$ cat src/sv/ifmt_pkg.sv
package ifmt_pkg;

    // defaults for the top level parameters
    localparam int DIGIT_SLOTS_DEF   = 24;
    localparam int MAX_WIDTH_DEF     = 63;
    localparam int MAX_PRECISION_DEF = 40;

    // fixed field widths
    localparam int VALUE_W    = 64;
    localparam int FUNC_W     = 3;
    localparam int WIDTH_W    = 6;
    localparam int PREC_W     = 7;
    localparam int CHAR_W     = 8;
    localparam int DIGIT_W    = 4;
    localparam int POS_W      = 7;   // layout arithmetic, holds up to 127
    localparam int MAX_DIGITS = 22;  // octal digits of a 64-bit value

    // input tdata layout
    localparam int LEFT_BIT   = 64;
    localparam int ZERO_BIT   = 65;
    localparam int PLUS_BIT   = 66;
    localparam int SPACE_BIT  = 67;
    localparam int ALT_BIT    = 68;
    localparam int WIDTH_LSB  = 69;
    localparam int PREC_LSB   = 75;
    localparam int S_TDATA_W  = 88;

    // ascii codes
    localparam logic [CHAR_W-1:0] CH_SPACE   = 8'h20;
    localparam logic [CHAR_W-1:0] CH_PLUS    = 8'h2B;
    localparam logic [CHAR_W-1:0] CH_MINUS   = 8'h2D;
    localparam logic [CHAR_W-1:0] CH_ZERO    = 8'h30;
    localparam logic [CHAR_W-1:0] CH_X_UPPER = 8'h58;
    localparam logic [CHAR_W-1:0] CH_X_LOWER = 8'h78;
    localparam logic [CHAR_W-1:0] CH_UPPER_OFS = 8'h37;  // 'A' minus ten
    localparam logic [CHAR_W-1:0] CH_LOWER_OFS = 8'h57;  // 'a' minus ten

    typedef enum logic [FUNC_W-1:0] {
        FUNC_SDEC = 3'd0,
        FUNC_UDEC = 3'd1,
        FUNC_HEXL = 3'd2,
        FUNC_HEXU = 3'd3,
        FUNC_OCT  = 3'd4,
        FUNC_PTR  = 3'd5
    } func_t;

    typedef enum logic [1:0] {
        RADIX_DEC,
        RADIX_HEX,
        RADIX_OCT
    } radix_t;

    typedef enum logic [1:0] {
        ST_IDLE,
        ST_CONV,
        ST_LAYOUT,
        ST_EMIT
    } state_t;

    typedef struct packed {
        radix_t radix;
        logic   clear;
        logic   shift;
    } cell_ctl_t;

    typedef struct packed {
        logic   load;
        radix_t radix;
    } conv_ctl_t;

    typedef struct packed {
        logic               sign_en;
        logic [CHAR_W-1:0]  sign_char;
        logic               alt_hex;
        logic               alt_oct;
        logic               upper;
        logic               left;
        logic               zero;
        logic               prec_none;
        logic [5:0]         prec;
        logic [WIDTH_W-1:0] width;
    } fmt_t;

    function automatic logic [CHAR_W-1:0] digit_char(input logic [DIGIT_W-1:0] d,
                                                     input logic upper);
        logic [CHAR_W-1:0] dx;
        dx = {{(CHAR_W-DIGIT_W){1'b0}}, d};
        if (d < DIGIT_W'(10))
            return CH_ZERO + dx;
        else if (upper)
            return CH_UPPER_OFS + dx;
        else
            return CH_LOWER_OFS + dx;
    endfunction

endpackage

$ cat src/sv/ifmt_cell.sv
module ifmt_cell (
    input  logic                         clk,
    input  ifmt_pkg::cell_ctl_t          ctl,
    input  logic                         carry_in,
    output logic                         carry_out,
    output logic [ifmt_pkg::DIGIT_W-1:0] digit,
    output logic [ifmt_pkg::DIGIT_W-1:0] digit_next
);
    import ifmt_pkg::*;

    logic [DIGIT_W-1:0] digit_reg;
    logic [DIGIT_W-1:0] adj;
    logic [DIGIT_W-1:0] shifted;

    // one shift-and-correct step per cycle while shift is set
    always_comb
    begin
        adj       = digit_reg;
        carry_out = 1'b0;
        shifted   = digit_reg;
        unique case (ctl.radix)
            RADIX_DEC:
            begin
                // bcd correction before the doubling
                adj       = (digit_reg >= DIGIT_W'(5)) ? digit_reg + DIGIT_W'(3) : digit_reg;
                carry_out = adj[3];
                shifted   = {adj[2:0], carry_in};
            end
            RADIX_HEX:
            begin
                carry_out = digit_reg[3];
                shifted   = {digit_reg[2:0], carry_in};
            end
            RADIX_OCT:
            begin
                carry_out = digit_reg[2];
                shifted   = {1'b0, digit_reg[1:0], carry_in};
            end
            default:
            begin
                carry_out = 1'b0;
                shifted   = digit_reg;
            end
        endcase

        if (ctl.clear)
            digit_next = '0;
        else if (ctl.shift)
            digit_next = shifted;
        else
            digit_next = digit_reg;
    end

    always_ff @(posedge clk)
    begin
        digit_reg <= digit_next;
    end

    assign digit = digit_reg;

endmodule

$ cat src/sv/ifmt_chain.sv
module ifmt_chain #(
    parameter int  DIGIT_SLOTS = ifmt_pkg::DIGIT_SLOTS_DEF,
    localparam int IDX_W       = $clog2(DIGIT_SLOTS),
    localparam int CNT_W       = $clog2(DIGIT_SLOTS + 1)
) (
    input  logic                         clk,
    input  logic                         rst_n,
    input  ifmt_pkg::conv_ctl_t          ctl,
    input  logic [ifmt_pkg::VALUE_W-1:0] magnitude,
    input  logic [IDX_W-1:0]             rd_index,
    output logic [ifmt_pkg::DIGIT_W-1:0] rd_digit,
    output logic [CNT_W-1:0]             digit_count,
    output logic                         busy
);
    import ifmt_pkg::*;

    localparam int BITS_W = $clog2(VALUE_W + 1);

    logic [VALUE_W-1:0] quot_reg, quot_next;
    logic [BITS_W-1:0]  bits_reg, bits_next;
    logic               busy_reg, busy_next;
    logic [CNT_W-1:0]   count_reg, count_next;
    radix_t             radix_reg, radix_next;

    cell_ctl_t          cctl;
    logic [DIGIT_SLOTS:0] carry;
    logic [DIGIT_W-1:0] digits [DIGIT_SLOTS];
    logic [DIGIT_W-1:0] dnext  [DIGIT_SLOTS];

    assign cctl.radix = radix_reg;
    assign cctl.clear = ctl.load;
    assign cctl.shift = busy_reg;
    assign carry[0]   = quot_reg[VALUE_W-1];

    // row of digit cells, bits enter at the bottom and carry upward
    for (genvar i = 0; i < DIGIT_SLOTS; i++)
    begin : g_cell
        ifmt_cell u_cell (
            .clk        (clk),
            .ctl        (cctl),
            .carry_in   (carry[i]),
            .carry_out  (carry[i+1]),
            .digit      (digits[i]),
            .digit_next (dnext[i])
        );
    end

    always_comb
    begin
        quot_next  = quot_reg;
        bits_next  = bits_reg;
        busy_next  = busy_reg;
        count_next = count_reg;
        radix_next = radix_reg;
        if (ctl.load)
        begin
            quot_next  = magnitude;
            bits_next  = BITS_W'(VALUE_W);
            busy_next  = 1'b1;
            count_next = '0;
            radix_next = ctl.radix;
        end
        else if (busy_reg)
        begin
            quot_next = quot_reg << 1;
            bits_next = bits_reg - BITS_W'(1);
            if (bits_reg == BITS_W'(1))
                busy_next = 1'b0;
            // the prefix only grows, so the digit count rises by at most one a step
            if (count_reg < CNT_W'(DIGIT_SLOTS))
            begin
                if (dnext[count_reg[IDX_W-1:0]] != '0)
                    count_next = count_reg + CNT_W'(1);
            end
        end
    end

    always_ff @(posedge clk or negedge rst_n)
    begin
        if (!rst_n)
        begin
            quot_reg  <= '0;
            bits_reg  <= '0;
            busy_reg  <= 1'b0;
            count_reg <= '0;
            radix_reg <= RADIX_DEC;
        end
        else
        begin
            quot_reg  <= quot_next;
            bits_reg  <= bits_next;
            busy_reg  <= busy_next;
            count_reg <= count_next;
            radix_reg <= radix_next;
        end
    end

    assign rd_digit    = (32'(rd_index) < DIGIT_SLOTS) ? digits[rd_index] : '0;
    assign digit_count = count_reg;
    assign busy        = busy_reg;

    a_load_starts: assert property (@(posedge clk) disable iff (!rst_n)
        ctl.load |=> busy_reg && count_reg == '0)
        else $error("conversion did not start after load");

    a_count_bound: assert property (@(posedge clk) disable iff (!rst_n)
        count_reg <= CNT_W'(MAX_DIGITS))
        else $error("digit count beyond the longest 64-bit value");

    a_no_overflow: assert property (@(posedge clk) disable iff (!rst_n)
        busy_reg |-> !carry[DIGIT_SLOTS])
        else $error("carry left the top cell");

endmodule

$ cat src/sv/ifmt_emit.sv
module ifmt_emit #(
    parameter int  DIGIT_SLOTS = ifmt_pkg::DIGIT_SLOTS_DEF,
    parameter int  MAX_WIDTH   = ifmt_pkg::MAX_WIDTH_DEF,
    localparam int IDX_W       = $clog2(DIGIT_SLOTS),
    localparam int CNT_W       = $clog2(DIGIT_SLOTS + 1)
) (
    input  logic                         clk,
    input  logic                         rst_n,
    input  ifmt_pkg::fmt_t               fmt,
    input  logic                         layout,
    input  logic [CNT_W-1:0]             digit_count,
    output logic [IDX_W-1:0]             rd_index,
    input  logic [ifmt_pkg::DIGIT_W-1:0] rd_digit,
    output logic                         busy,
    output logic                         m_axis_tvalid,
    input  logic                         m_axis_tready,
    output logic [ifmt_pkg::CHAR_W-1:0]  m_axis_tdata,
    output logic                         m_axis_tlast
);
    import ifmt_pkg::*;

    logic [POS_W-1:0] n, prec, wid;
    logic [POS_W-1:0] zeros_a, zeros_b, zeros_c, zeros_d;
    logic [POS_W-1:0] plen, len, fill, fill_d, lead, tail, tot;
    logic [POS_W-1:0] b1, b2, b3, b4, total;
    logic             hex_pfx, pad_zero;

    logic [POS_W-1:0]  b1_reg, b2_reg, b3_reg, b4_reg, total_reg;
    logic [POS_W-1:0]  pos_reg, pos_next;
    logic              active_reg, active_next;
    logic              out_valid_reg, out_valid_next;
    logic [CHAR_W-1:0] out_data_reg;
    logic              out_last_reg;

    logic [CHAR_W-1:0] ch;
    logic [CHAR_W-1:0] pfx0, pfx1;
    logic              is_last, advance;

    // field layout from the digit count and the flags
    always_comb
    begin
        n    = POS_W'(digit_count);
        prec = POS_W'(fmt.prec);
        wid  = POS_W'(fmt.width);

        zeros_a = (!fmt.prec_none && prec > n) ? prec - n : '0;
        // zero value still prints one digit unless precision is exactly zero
        zeros_b = (n == '0 && (fmt.prec_none || prec != '0) && zeros_a == '0)
                  ? POS_W'(1) : zeros_a;
        hex_pfx = !fmt.sign_en && fmt.alt_hex && n != '0;
        plen    = fmt.sign_en ? POS_W'(1) : (hex_pfx ? POS_W'(2) : '0);
        // octal alternate form needs a leading zero
        zeros_c = (!fmt.sign_en && !hex_pfx && fmt.alt_oct && zeros_b == '0)
                  ? POS_W'(1) : zeros_b;

        len      = plen + zeros_c + n;
        fill     = (wid > len) ? wid - len : '0;
        pad_zero = fmt.zero && !fmt.left && fmt.prec_none;
        zeros_d  = pad_zero ? zeros_c + fill : zeros_c;
        fill_d   = pad_zero ? '0 : fill;
        lead     = fmt.left ? '0 : fill_d;
        tail     = fmt.left ? fill_d : '0;

        b1    = lead;
        b2    = b1 + plen;
        b3    = b2 + zeros_d;
        b4    = b3 + n;
        tot   = b4 + tail;
        total = (tot > POS_W'(MAX_WIDTH)) ? POS_W'(MAX_WIDTH) : tot;
    end

    // character at the current position
    always_comb
    begin
        pfx0     = fmt.sign_en ? fmt.sign_char : CH_ZERO;
        pfx1     = fmt.upper ? CH_X_UPPER : CH_X_LOWER;
        rd_index = IDX_W'(b4_reg - pos_reg - POS_W'(1));
        if (pos_reg < b1_reg)
            ch = CH_SPACE;
        else if (pos_reg < b2_reg)
            ch = (pos_reg == b1_reg) ? pfx0 : pfx1;
        else if (pos_reg < b3_reg)
            ch = CH_ZERO;
        else if (pos_reg < b4_reg)
            ch = digit_char(rd_digit, fmt.upper);
        else
            ch = CH_SPACE;
        is_last = (pos_reg == total_reg - POS_W'(1));
    end

    assign advance = active_reg && (!out_valid_reg || m_axis_tready);

    always_comb
    begin
        active_next    = active_reg;
        pos_next       = pos_reg;
        out_valid_next = out_valid_reg;
        if (layout)
        begin
            active_next = (total != '0);
            pos_next    = '0;
        end
        else if (advance)
        begin
            pos_next = pos_reg + POS_W'(1);
            if (is_last)
                active_next = 1'b0;
        end

        if (advance)
            out_valid_next = 1'b1;
        else if (m_axis_tready)
            out_valid_next = 1'b0;
    end

    always_ff @(posedge clk or negedge rst_n)
    begin
        if (!rst_n)
        begin
            active_reg    <= 1'b0;
            pos_reg       <= '0;
            out_valid_reg <= 1'b0;
        end
        else
        begin
            active_reg    <= active_next;
            pos_reg       <= pos_next;
            out_valid_reg <= out_valid_next;
        end
    end

    always_ff @(posedge clk)
    begin
        if (layout)
        begin
            b1_reg    <= b1;
            b2_reg    <= b2;
            b3_reg    <= b3;
            b4_reg    <= b4;
            total_reg <= total;
        end
        if (advance)
        begin
            out_data_reg <= ch;
            out_last_reg <= is_last;
        end
    end

    assign busy          = active_reg;
    assign m_axis_tvalid = out_valid_reg;
    assign m_axis_tdata  = out_data_reg;
    assign m_axis_tlast  = out_last_reg;

    a_pos_in_field: assert property (@(posedge clk) disable iff (!rst_n)
        active_reg |-> pos_reg < total_reg)
        else $error("emit position ran past the field");

    a_layout_rewinds: assert property (@(posedge clk) disable iff (!rst_n)
        layout |=> pos_reg == '0)
        else $error("position not rewound by layout");

endmodule

$ cat src/sv/integer_field_formatter_top.sv
// printf-style integer field formatter. Each input transfer carries one field request
// (64-bit value, conversion kind on tuser, flags, width, precision); the block
// produces the formatted field as a stream of ASCII characters, one per output
// transfer, with tlast on the final character. An empty field (zero printed with
// precision zero and no width, sign or octal alternate zero) and an unknown
// conversion kind produce no output at all. The value is converted by a row of
// digit cells that takes one value bit per cycle; each item then passes through
// the conversion, a state that sees the conversion finish, a layout step, the
// emission of its characters, held back whenever the output side stalls, and
// the return to idle. A field holds at most 63 characters, and an item with an
// unknown conversion kind is taken and dropped straight from idle.
// Items are taken one at a time; the last character of an item may still sit in
// the output register while the next item is being converted. No clearing pass
// runs after reset.
module integer_field_formatter_top #(
    parameter int DIGIT_SLOTS   = ifmt_pkg::DIGIT_SLOTS_DEF,
    parameter int MAX_WIDTH     = ifmt_pkg::MAX_WIDTH_DEF,
    parameter int MAX_PRECISION = ifmt_pkg::MAX_PRECISION_DEF
) (
    input  logic                           clk,
    input  logic                           rst_n,
    // input request stream
    input  logic                           s_axis_tvalid,
    output logic                           s_axis_tready,
    // value[63:0], left_flag, zero_flag, plus_flag, space_flag, alt_flag,
    // width[5:0], precision[6:0], zero pad to 88 bits
    input  logic [ifmt_pkg::S_TDATA_W-1:0] s_axis_tdata,
    // func[2:0]
    input  logic [ifmt_pkg::FUNC_W-1:0]    s_axis_tuser,
    // output character stream
    output logic                           m_axis_tvalid,
    input  logic                           m_axis_tready,
    // out_char[7:0]
    output logic [ifmt_pkg::CHAR_W-1:0]    m_axis_tdata,
    // last character of the field
    output logic                           m_axis_tlast
);
    import ifmt_pkg::*;

    localparam int IDX_W = $clog2(DIGIT_SLOTS);
    localparam int CNT_W = $clog2(DIGIT_SLOTS + 1);

    state_t state_reg, state_next;
    fmt_t   fmt_reg;
    fmt_t   fmt_in;
    radix_t radix_in;
    logic   func_ok;

    logic [VALUE_W-1:0] value_in, magnitude;
    logic               neg;
    logic [PREC_W-1:0]  prec_raw;
    logic [WIDTH_W-1:0] width_raw;
    logic               plus_in, space_in;

    conv_ctl_t          conv_ctl;
    logic               conv_busy;
    logic               emit_busy;
    logic               layout;
    logic [IDX_W-1:0]   rd_index;
    logic [DIGIT_W-1:0] rd_digit;
    logic [CNT_W-1:0]   digit_count;

    // request decode: resolve conversion kind into radix, sign and prefix rules
    always_comb
    begin
        value_in  = s_axis_tdata[VALUE_W-1:0];
        prec_raw  = s_axis_tdata[PREC_LSB +: PREC_W];
        width_raw = s_axis_tdata[WIDTH_LSB +: WIDTH_W];
        plus_in   = s_axis_tdata[PLUS_BIT];
        space_in  = s_axis_tdata[SPACE_BIT];
        neg       = 1'b0;
        magnitude = value_in;
        func_ok   = 1'b1;
        radix_in  = RADIX_DEC;

        fmt_in.sign_en   = 1'b0;
        fmt_in.sign_char = CH_SPACE;
        fmt_in.alt_hex   = 1'b0;
        fmt_in.alt_oct   = 1'b0;
        fmt_in.upper     = 1'b0;
        fmt_in.left      = s_axis_tdata[LEFT_BIT];
        fmt_in.zero      = s_axis_tdata[ZERO_BIT];
        // negative precision means none given
        fmt_in.prec_none = prec_raw[PREC_W-1];
        fmt_in.prec      = (prec_raw[5:0] > 6'(MAX_PRECISION)) ? 6'(MAX_PRECISION)
                                                               : prec_raw[5:0];
        fmt_in.width     = (width_raw > WIDTH_W'(MAX_WIDTH)) ? WIDTH_W'(MAX_WIDTH)
                                                             : width_raw;

        unique case (func_t'(s_axis_tuser))
            FUNC_SDEC:
            begin
                neg       = value_in[VALUE_W-1];
                magnitude = neg ? VALUE_W'(0) - value_in : value_in;
                fmt_in.sign_en = neg || plus_in || space_in;
                if (neg)
                    fmt_in.sign_char = CH_MINUS;
                else if (plus_in)
                    fmt_in.sign_char = CH_PLUS;
                else
                    fmt_in.sign_char = CH_SPACE;
            end
            FUNC_UDEC:
            begin
                radix_in = RADIX_DEC;
            end
            FUNC_HEXL:
            begin
                radix_in       = RADIX_HEX;
                fmt_in.alt_hex = s_axis_tdata[ALT_BIT];
            end
            FUNC_HEXU:
            begin
                radix_in       = RADIX_HEX;
                fmt_in.alt_hex = s_axis_tdata[ALT_BIT];
                fmt_in.upper   = 1'b1;
            end
            FUNC_OCT:
            begin
                radix_in       = RADIX_OCT;
                fmt_in.alt_oct = s_axis_tdata[ALT_BIT];
            end
            FUNC_PTR:
            begin
                // pointer: lower hex, 0x unless the value is zero, no precision, right-justified
                radix_in         = RADIX_HEX;
                fmt_in.alt_hex   = 1'b1;
                fmt_in.left      = 1'b0;
                fmt_in.zero      = 1'b0;
                fmt_in.prec_none = 1'b1;
            end
            default:
            begin
                func_ok = 1'b0;
            end
        endcase
    end

    // next state
    always_comb
    begin
        state_next = state_reg;
        unique case (state_reg)
            ST_IDLE:
            begin
                // unknown kinds are taken and dropped
                if (s_axis_tvalid && func_ok)
                    state_next = ST_CONV;
            end
            ST_CONV:
            begin
                if (!conv_busy)
                    state_next = ST_LAYOUT;
            end
            ST_LAYOUT:
            begin
                state_next = ST_EMIT;
            end
            ST_EMIT:
            begin
                // last character may still wait in the output register
                if (!emit_busy)
                    state_next = ST_IDLE;
            end
            default:
            begin
                state_next = ST_IDLE;
            end
        endcase
    end

    // state outputs
    always_comb
    begin
        s_axis_tready  = 1'b0;
        conv_ctl.load  = 1'b0;
        conv_ctl.radix = radix_in;
        layout         = 1'b0;
        unique case (state_reg)
            ST_IDLE:
            begin
                s_axis_tready = 1'b1;
                conv_ctl.load = s_axis_tvalid && func_ok;
            end
            ST_CONV:
            begin
                s_axis_tready = 1'b0;
            end
            ST_LAYOUT:
            begin
                layout = 1'b1;
            end
            ST_EMIT:
            begin
                s_axis_tready = 1'b0;
            end
            default:
            begin
                s_axis_tready = 1'b0;
            end
        endcase
    end

    always_ff @(posedge clk or negedge rst_n)
    begin
        if (!rst_n)
            state_reg <= ST_IDLE;
        else
            state_reg <= state_next;
    end

    // request held for the layout and emit phases
    always_ff @(posedge clk)
    begin
        if (conv_ctl.load)
            fmt_reg <= fmt_in;
    end

    ifmt_chain #(
        .DIGIT_SLOTS (DIGIT_SLOTS)
    ) u_chain (
        .clk         (clk),
        .rst_n       (rst_n),
        .ctl         (conv_ctl),
        .magnitude   (magnitude),
        .rd_index    (rd_index),
        .rd_digit    (rd_digit),
        .digit_count (digit_count),
        .busy        (conv_busy)
    );

    ifmt_emit #(
        .DIGIT_SLOTS (DIGIT_SLOTS),
        .MAX_WIDTH   (MAX_WIDTH)
    ) u_emit (
        .clk           (clk),
        .rst_n         (rst_n),
        .fmt           (fmt_reg),
        .layout        (layout),
        .digit_count   (digit_count),
        .rd_index      (rd_index),
        .rd_digit      (rd_digit),
        .busy          (emit_busy),
        .m_axis_tvalid (m_axis_tvalid),
        .m_axis_tready (m_axis_tready),
        .m_axis_tdata  (m_axis_tdata),
        .m_axis_tlast  (m_axis_tlast)
    );

endmodule

$ cat config.mk
export PLATFORM = sky130hd
export DESIGN_NAME = integer_field_formatter_top
export DESIGN_NICKNAME = d
export VERILOG_FILES = /design/src/sv/ifmt_pkg.sv /design/src/sv/ifmt_cell.sv /design/src/sv/ifmt_chain.sv /design/src/sv/ifmt_emit.sv /design/src/sv/integer_field_formatter_top.sv
export SDC_FILE = /design/constraint.sdc
export NUM_CORES = 1
export LEC_CHECK = 0
export BUFFER_PORTS_ARGS = -buffer_cell sky130_fd_sc_hd__buf_2
export CORE_ASPECT_RATIO = 0.6
export CORE_MARGIN = 2
export CORE_UTILIZATION = 25
export CTS_CLUSTER_DIAMETER = 120
export DETAILED_ROUTE_END_ITERATION = 12
export PLACE_DENSITY = 0.36
export RECOVER_POWER = 50
export SYNTH_ARGS = -nofsm -noshare
export SYNTH_HDL_FRONTEND = slang
export SYNTH_HIERARCHICAL = 1
export SYNTH_SLANG_ARGS = --single-unit
$ cat constraint.sdc
create_clock -name clk -period 15 [get_ports clk]
set_input_delay 3.75 -clock clk [delete_from_list [all_inputs] [get_ports clk]]
set_output_delay 3.75 -clock clk [all_outputs]
set_load 0.01 [all_outputs]
==> results of run 1 <==
==> layer usage <==
| metal | vias to the layer above | track usage (%) |
|---|---|---|
| li1 | 8274 | - |
| met1 | 7929 | 25.05 |
| met2 | 276 | 19.97 |
| met3 | 48 | 2.443 |
| met4 | 0 | 2.257 |
| met5 | - | 0 |
==> stage by stage <==
stage | util (%) | cell area (um^2) | worst slack (ns)
2_1_floorplan | - | 19680 | 6.547
3_3_place_gp | 27.54 | 21400 | 4.802
3_5_place_dp | 27.54 | 21400 | 4.809
4_1_cts | 28.83 | 22400 | 4.758
5_1_grt | 28.74 | 22330 | 3.748
6_report | 28.74 | 22330 | 4.708
==> area by class of cell <==
type,instances,area (um^2),share of cell area (%)
Clock inverter,11,78.83,0.3531
Tap cell,1053,1318,5.901
Timing Repair Buffer,117,630.6,2.824
Inverter,141,531.8,2.382
Multi-Input combinational cell,1774,12680,56.78
Clock buffer,46,923.4,4.136
Sequential cell,252,6167,27.62
==> how the worst max path moves through the flow <==
stage	slack [ns]	end	cells past startpoint	from
2_1_floorplan	6.55	u_emit/total_reg[0]	40	u_chain/digit_count[3]
3_3_place_gp	4.80	u_emit/total_reg[5]	41	u_chain/digit_count[3]
3_5_place_dp	4.81	u_emit/total_reg[5]	41	u_chain/digit_count[3]
4_1_cts	4.76	u_emit/total_reg[5]	41	u_chain/digit_count[3]
5_1_grt	3.75	u_emit/total_reg[5]	41	u_chain/digit_count[3]
6_report	4.71	u_emit/total_reg[5]	41	u_chain/digit_count[3]
==> worst max-delay path, delay by kind of cell, from the launching register on <==
family / cells / cell delay [ns]
simple gates: 13 / 2.63
flops: 1 / 0.62
xor+xnor: 7 / 1.58
buf+inv: 2 / 0.16
compound gates: 9 / 1.97
fa+ha+maj: 10 / 3.06
==> flow_summary_export.csv, run 1 <==
group,metric,value,unit
status,status,"complete, but fails checks",
status,violations,"capacitance limit, slew limit",
cells_and_area,stdcell_count,3394,
logic_synthesis,syn_area_per_cell,8.855,um^2
grt,grt_pass1_wl,97.76,mm
job,maxCapViolations,3,
cts,cts_tree,"done",
route,wl_met1,35.34,mm
grt,antenna_found_initial,1,
logic_synthesis,syn_area,19680,um^2
worst_setup_path,crit_slowest_cell,"dfrtp_1",
logic_synthesis,yosys_warnings,6,
cells_and_area,drive_gt1_share,14.35,%
cts,post-cts-setup-buffer-count,0,
floorplanning,row_count,79,
grt,gr-total-overflow,0,
cts,cts-root-buf,"clkbuf_16",
grt,first_global_vias,15960,
timing,setup_tns,0,ns
route,drtIter0Drc,1125,
grt,gr-usage-all-layers,15.10,%
cells_and_area,largest_reg_flops,96,
worst_hold_path,hp-class,"flop to flop",
worst_setup_path,r2r_slack,4.71,ns
route,wl_per_cell,18.38,um
route,route.met2.wl,23.50,mm
worst_setup_path,crit_fanout,9,
floorplanning,die_h,221.3,um
cts,cts-buffers-inserted,31,
cts,cts_hold_buf,0,
placed_design,portBuffers,99,
placed_design,dp_hpwl,44.89,mm
floorplanning,die_w,366.2,um
worst_setup_path,cpPeakStageDelay,0.62,ns
floorplanning,ios,106,
floorplanning,initial_utilization,25.32,%
cells_and_area,antenna_cells,0,
worst_hold_path,hold_path_end,"u_chain/bits_reg[6]",
placed_design,gp_congestion,0.8299,
worst_setup_path,r2r_cells,41,
timing,tightestPinTransition,4.127,ns
timing,fmax,97.16,MHz
cts,clock-sinks,252,
route,post-route-drc-count,0,
route,avgViaCountPerCell,4.869,
floorplanning,core-area,77690,um^2
worst_setup_path,rr_endpoint,"u_emit/total_reg[5]",
route,ant_nets,0,
worst_setup_path,crit_arrival,10.63,ns
grt,grt_start_max_net_pins,140,
timing,hold_ws,0.5280,ns
cts,clockBufferDepth,3,
worst_hold_path,hold_depth,2,
cts,cts-resized-gates,0,
route,firstDrtPassIters,5,
route,drt_wl_total,62.38,mm
timing,max_slew_margin,-175.2,%
timing,period_share,68.61,%
worst_setup_path,path_class,"flop to flop",
route,vias,16530,
worst_hold_path,min_from,"u_chain/bits_reg[6]",
timing,finalHoldViolations,0,
worst_setup_path,cp.required,15.34,ns
worst_setup_path,startpoint_type,"flop",
logic_synthesis,netlist_instances,2222,
worst_setup_path,rr_startpoint,"u_chain/digit_count[3]",
cells_and_area,final.fill_count,8240,
worst_setup_path,cpMostUsedCell,"ha_1",
floorplanning,dieArea,81030,um^2
cells_and_area,layout_commonest_cell,"nor2_1",
cts,htreeDepth,1,
placed_design,placed_cells,3337,
timing,setup_viol,0,
route,top_layer_used,"met4",
cells_and_area,final_cell_mix,"nor2_1, nand2_1, a21oi_1",
cts,clk_pin_slew_worst_paths,0.06,ns
worst_setup_path,cp-end-kind,"flop",
route,met3WireLength,2.679,mm
cts,clock_latency,0.61,ns
timing,rsz0062_at_grt,"false",
timing,post-route-min-period,10.29,ns
timing,slew_viol_final,144,
timing,finClkSkew,0.03592,ns
cells_and_area,syn_to_final_growth,13.48,%
cells_and_area,fin_nets,2554,
Power of run 1 is not shown: default switching activity piles up to over one toggle a cycle in this logic, so the estimate is an artifact.
==> inputs of run 2 (changes only) <==
==> constraint.sdc (replaced) <==
create_clock -name clk -period 9.9 [get_ports clk]
set_input_delay 2.475 -clock clk [delete_from_list [all_inputs] [get_ports clk]]
set_output_delay 2.475 -clock clk [all_outputs]
set_load 0.01 [all_outputs]
==> run 2 against run 1 <==
Against the previous run:
- the flow still finishes with violations (capacitance limit, slew limit)
- highest routed layer unchanged
- utilization is 0.14 points higher
- cell count increased by 0.15%
- routed wire length increased by 0.53%
- clock skew down 0.0025 ns
- count of clock-buffer cells in the layout down 8
- critical path depth is the same
- hold slack gained 0.0055 ns
- critical path type unchanged
- first-iteration DRC count grew 7.2%
- global-route usage up 0.12 points
==> flow_summary_export.csv, run 2 (same netlist as run 1, synthesis figures left out) <==
group,metric,value,unit
status,status,"complete, but fails checks",
status,violations,"capacitance limit, slew limit",
route,ant_nets,0,
grt,gr-total-overflow,0,
worst_setup_path,r2r_slack,0.63,ns
route,drt_wl_total,62.71,mm
grt,gr-usage-all-layers,15.22,%
route,post-route-drc-count,0,
timing,finalHoldViolations,0,
timing,slew_viol_final,273,
floorplanning,core-area,77690,um^2
cts,cts_tree,"done",
cells_and_area,drive_gt1_share,15.00,%
worst_setup_path,crit_fanout,8,
floorplanning,ios,106,
timing,setup_viol,0,
worst_setup_path,path_class,"flop to flop",
cells_and_area,layout_commonest_cell,"nor2_1",
timing,post-route-min-period,9.274,ns
timing,tightestPinTransition,4.178,ns
worst_setup_path,cp.required,10.23,ns
floorplanning,die_h,221.3,um
grt,grt_pass1_wl,98.43,mm
cells_and_area,fin_nets,2561,
cts,cts-root-buf,"clkbuf_16",
cts,clockBufferDepth,3,
worst_hold_path,hp-class,"flop to flop",
placed_design,gp_congestion,0.8040,
timing,fmax,107.8,MHz
route,wl_per_cell,18.45,um
route,avgViaCountPerCell,4.945,
floorplanning,dieArea,81030,um^2
cts,clock_latency,0.60,ns
placed_design,portBuffers,99,
floorplanning,initial_utilization,25.32,%
route,drtIter0Drc,1206,
job,maxCapViolations,3,
worst_setup_path,crit_slowest_cell,"fa_2",
grt,grt_start_max_net_pins,154,
placed_design,dp_hpwl,45.52,mm
grt,first_global_vias,16230,
floorplanning,row_count,79,
route,firstDrtPassIters,5,
floorplanning,die_w,366.2,um
worst_setup_path,startpoint_type,"flop",
route,vias,16810,
worst_setup_path,cpPeakStageDelay,0.58,ns
worst_setup_path,crit_arrival,9.61,ns
cells_and_area,largest_reg_flops,96,
timing,setup_tns,0,ns
worst_setup_path,cp-end-kind,"flop",
timing,finClkSkew,0.03340,ns
cells_and_area,antenna_cells,0,
timing,max_slew_margin,-178.5,%
worst_setup_path,cpMostUsedCell,"inv_1",
cells_and_area,stdcell_count,3399,
cells_and_area,final_cell_mix,"nor2_1, nand2_1, a21oi_1",
grt,antenna_found_initial,4,
cts,clock-sinks,252,
cells_and_area,syn_to_final_growth,14.03,%
cts,cts-buffers-inserted,29,
cts,clk_pin_slew_worst_paths,0.06,ns
timing,period_share,93.68,%
placed_design,placed_cells,3346,
cells_and_area,final_util,28.88,%
cts,htreeDepth,1,
-- run 2: layout make-up --
class / instances / area [um^2]
Multi-Input combinational cell: 1774 / 12720
Inverter: 141 / 531.8
Tap cell: 1053 / 1318
Clock buffer: 38 / 809.5
Clock inverter: 15 / 211.5
Timing Repair Buffer: 126 / 679.4
Fill cell: 8338 / 55260
Sequential cell: 252 / 6167
-- run 2: per-layer routing --
layer	global-route usage, %	routed length, um
met1	25.34	35330
met2	20.14	23520
met3	2.498	3126
met4	1.938	736
met5	0	0
-- run 2: critical path: cells and delay by family (launching register included) --
kind,cells,cell delay [ns]
buf+inv,7,0.62
flops,1,0.37
fa+ha+maj,10,3.57
simple gates,9,1.50
xor+xnor,4,0.79
compound gates,11,2.17
-- run 2: path summary, 6_finish.rpt --
| kind | depth (start not counted) | start | end |
|---|---|---|---|
| setup / recovery | 41 | u_chain/digit_count[3] | u_emit/total_reg[5] |
| hold / removal | 1 | u_emit/busy | u_emit/m_axis_tvalid |
| setup reg to reg | 41 | u_chain/digit_count[3] | u_emit/total_reg[5] |
| hold reg to reg | 1 | u_emit/busy | u_emit/m_axis_tvalid |
| max in group asynchronous | 2 | rst_n | u_chain/busy |
| min in group asynchronous | 1 | rst_n | u_emit/m_axis_tvalid |
-- run 2: per-stage QoR --
step / hold WS (ns) / area [um^2] / worst slack [ns]
3_5_place_dp: 0.5122 / 21460 / 0.3494
3_3_place_gp: 0.5012 / 21460 / 0.3914
4_1_cts: 0.5336 / 22490 / 0.3088
2_1_floorplan: 0.4708 / 19680 / 1.447
5_1_grt: 0.5549 / 22440 / -0.01947
6_report: 0.5336 / 22440 / 0.6260
-- run 2: what timing repair did --
item	CTS	global route
hold buffers	0	0
gates resized for setup	0	9
setup buffers	0	0
setup endpoints to repair	0	7
Power of run 2 is left out for the same reason.
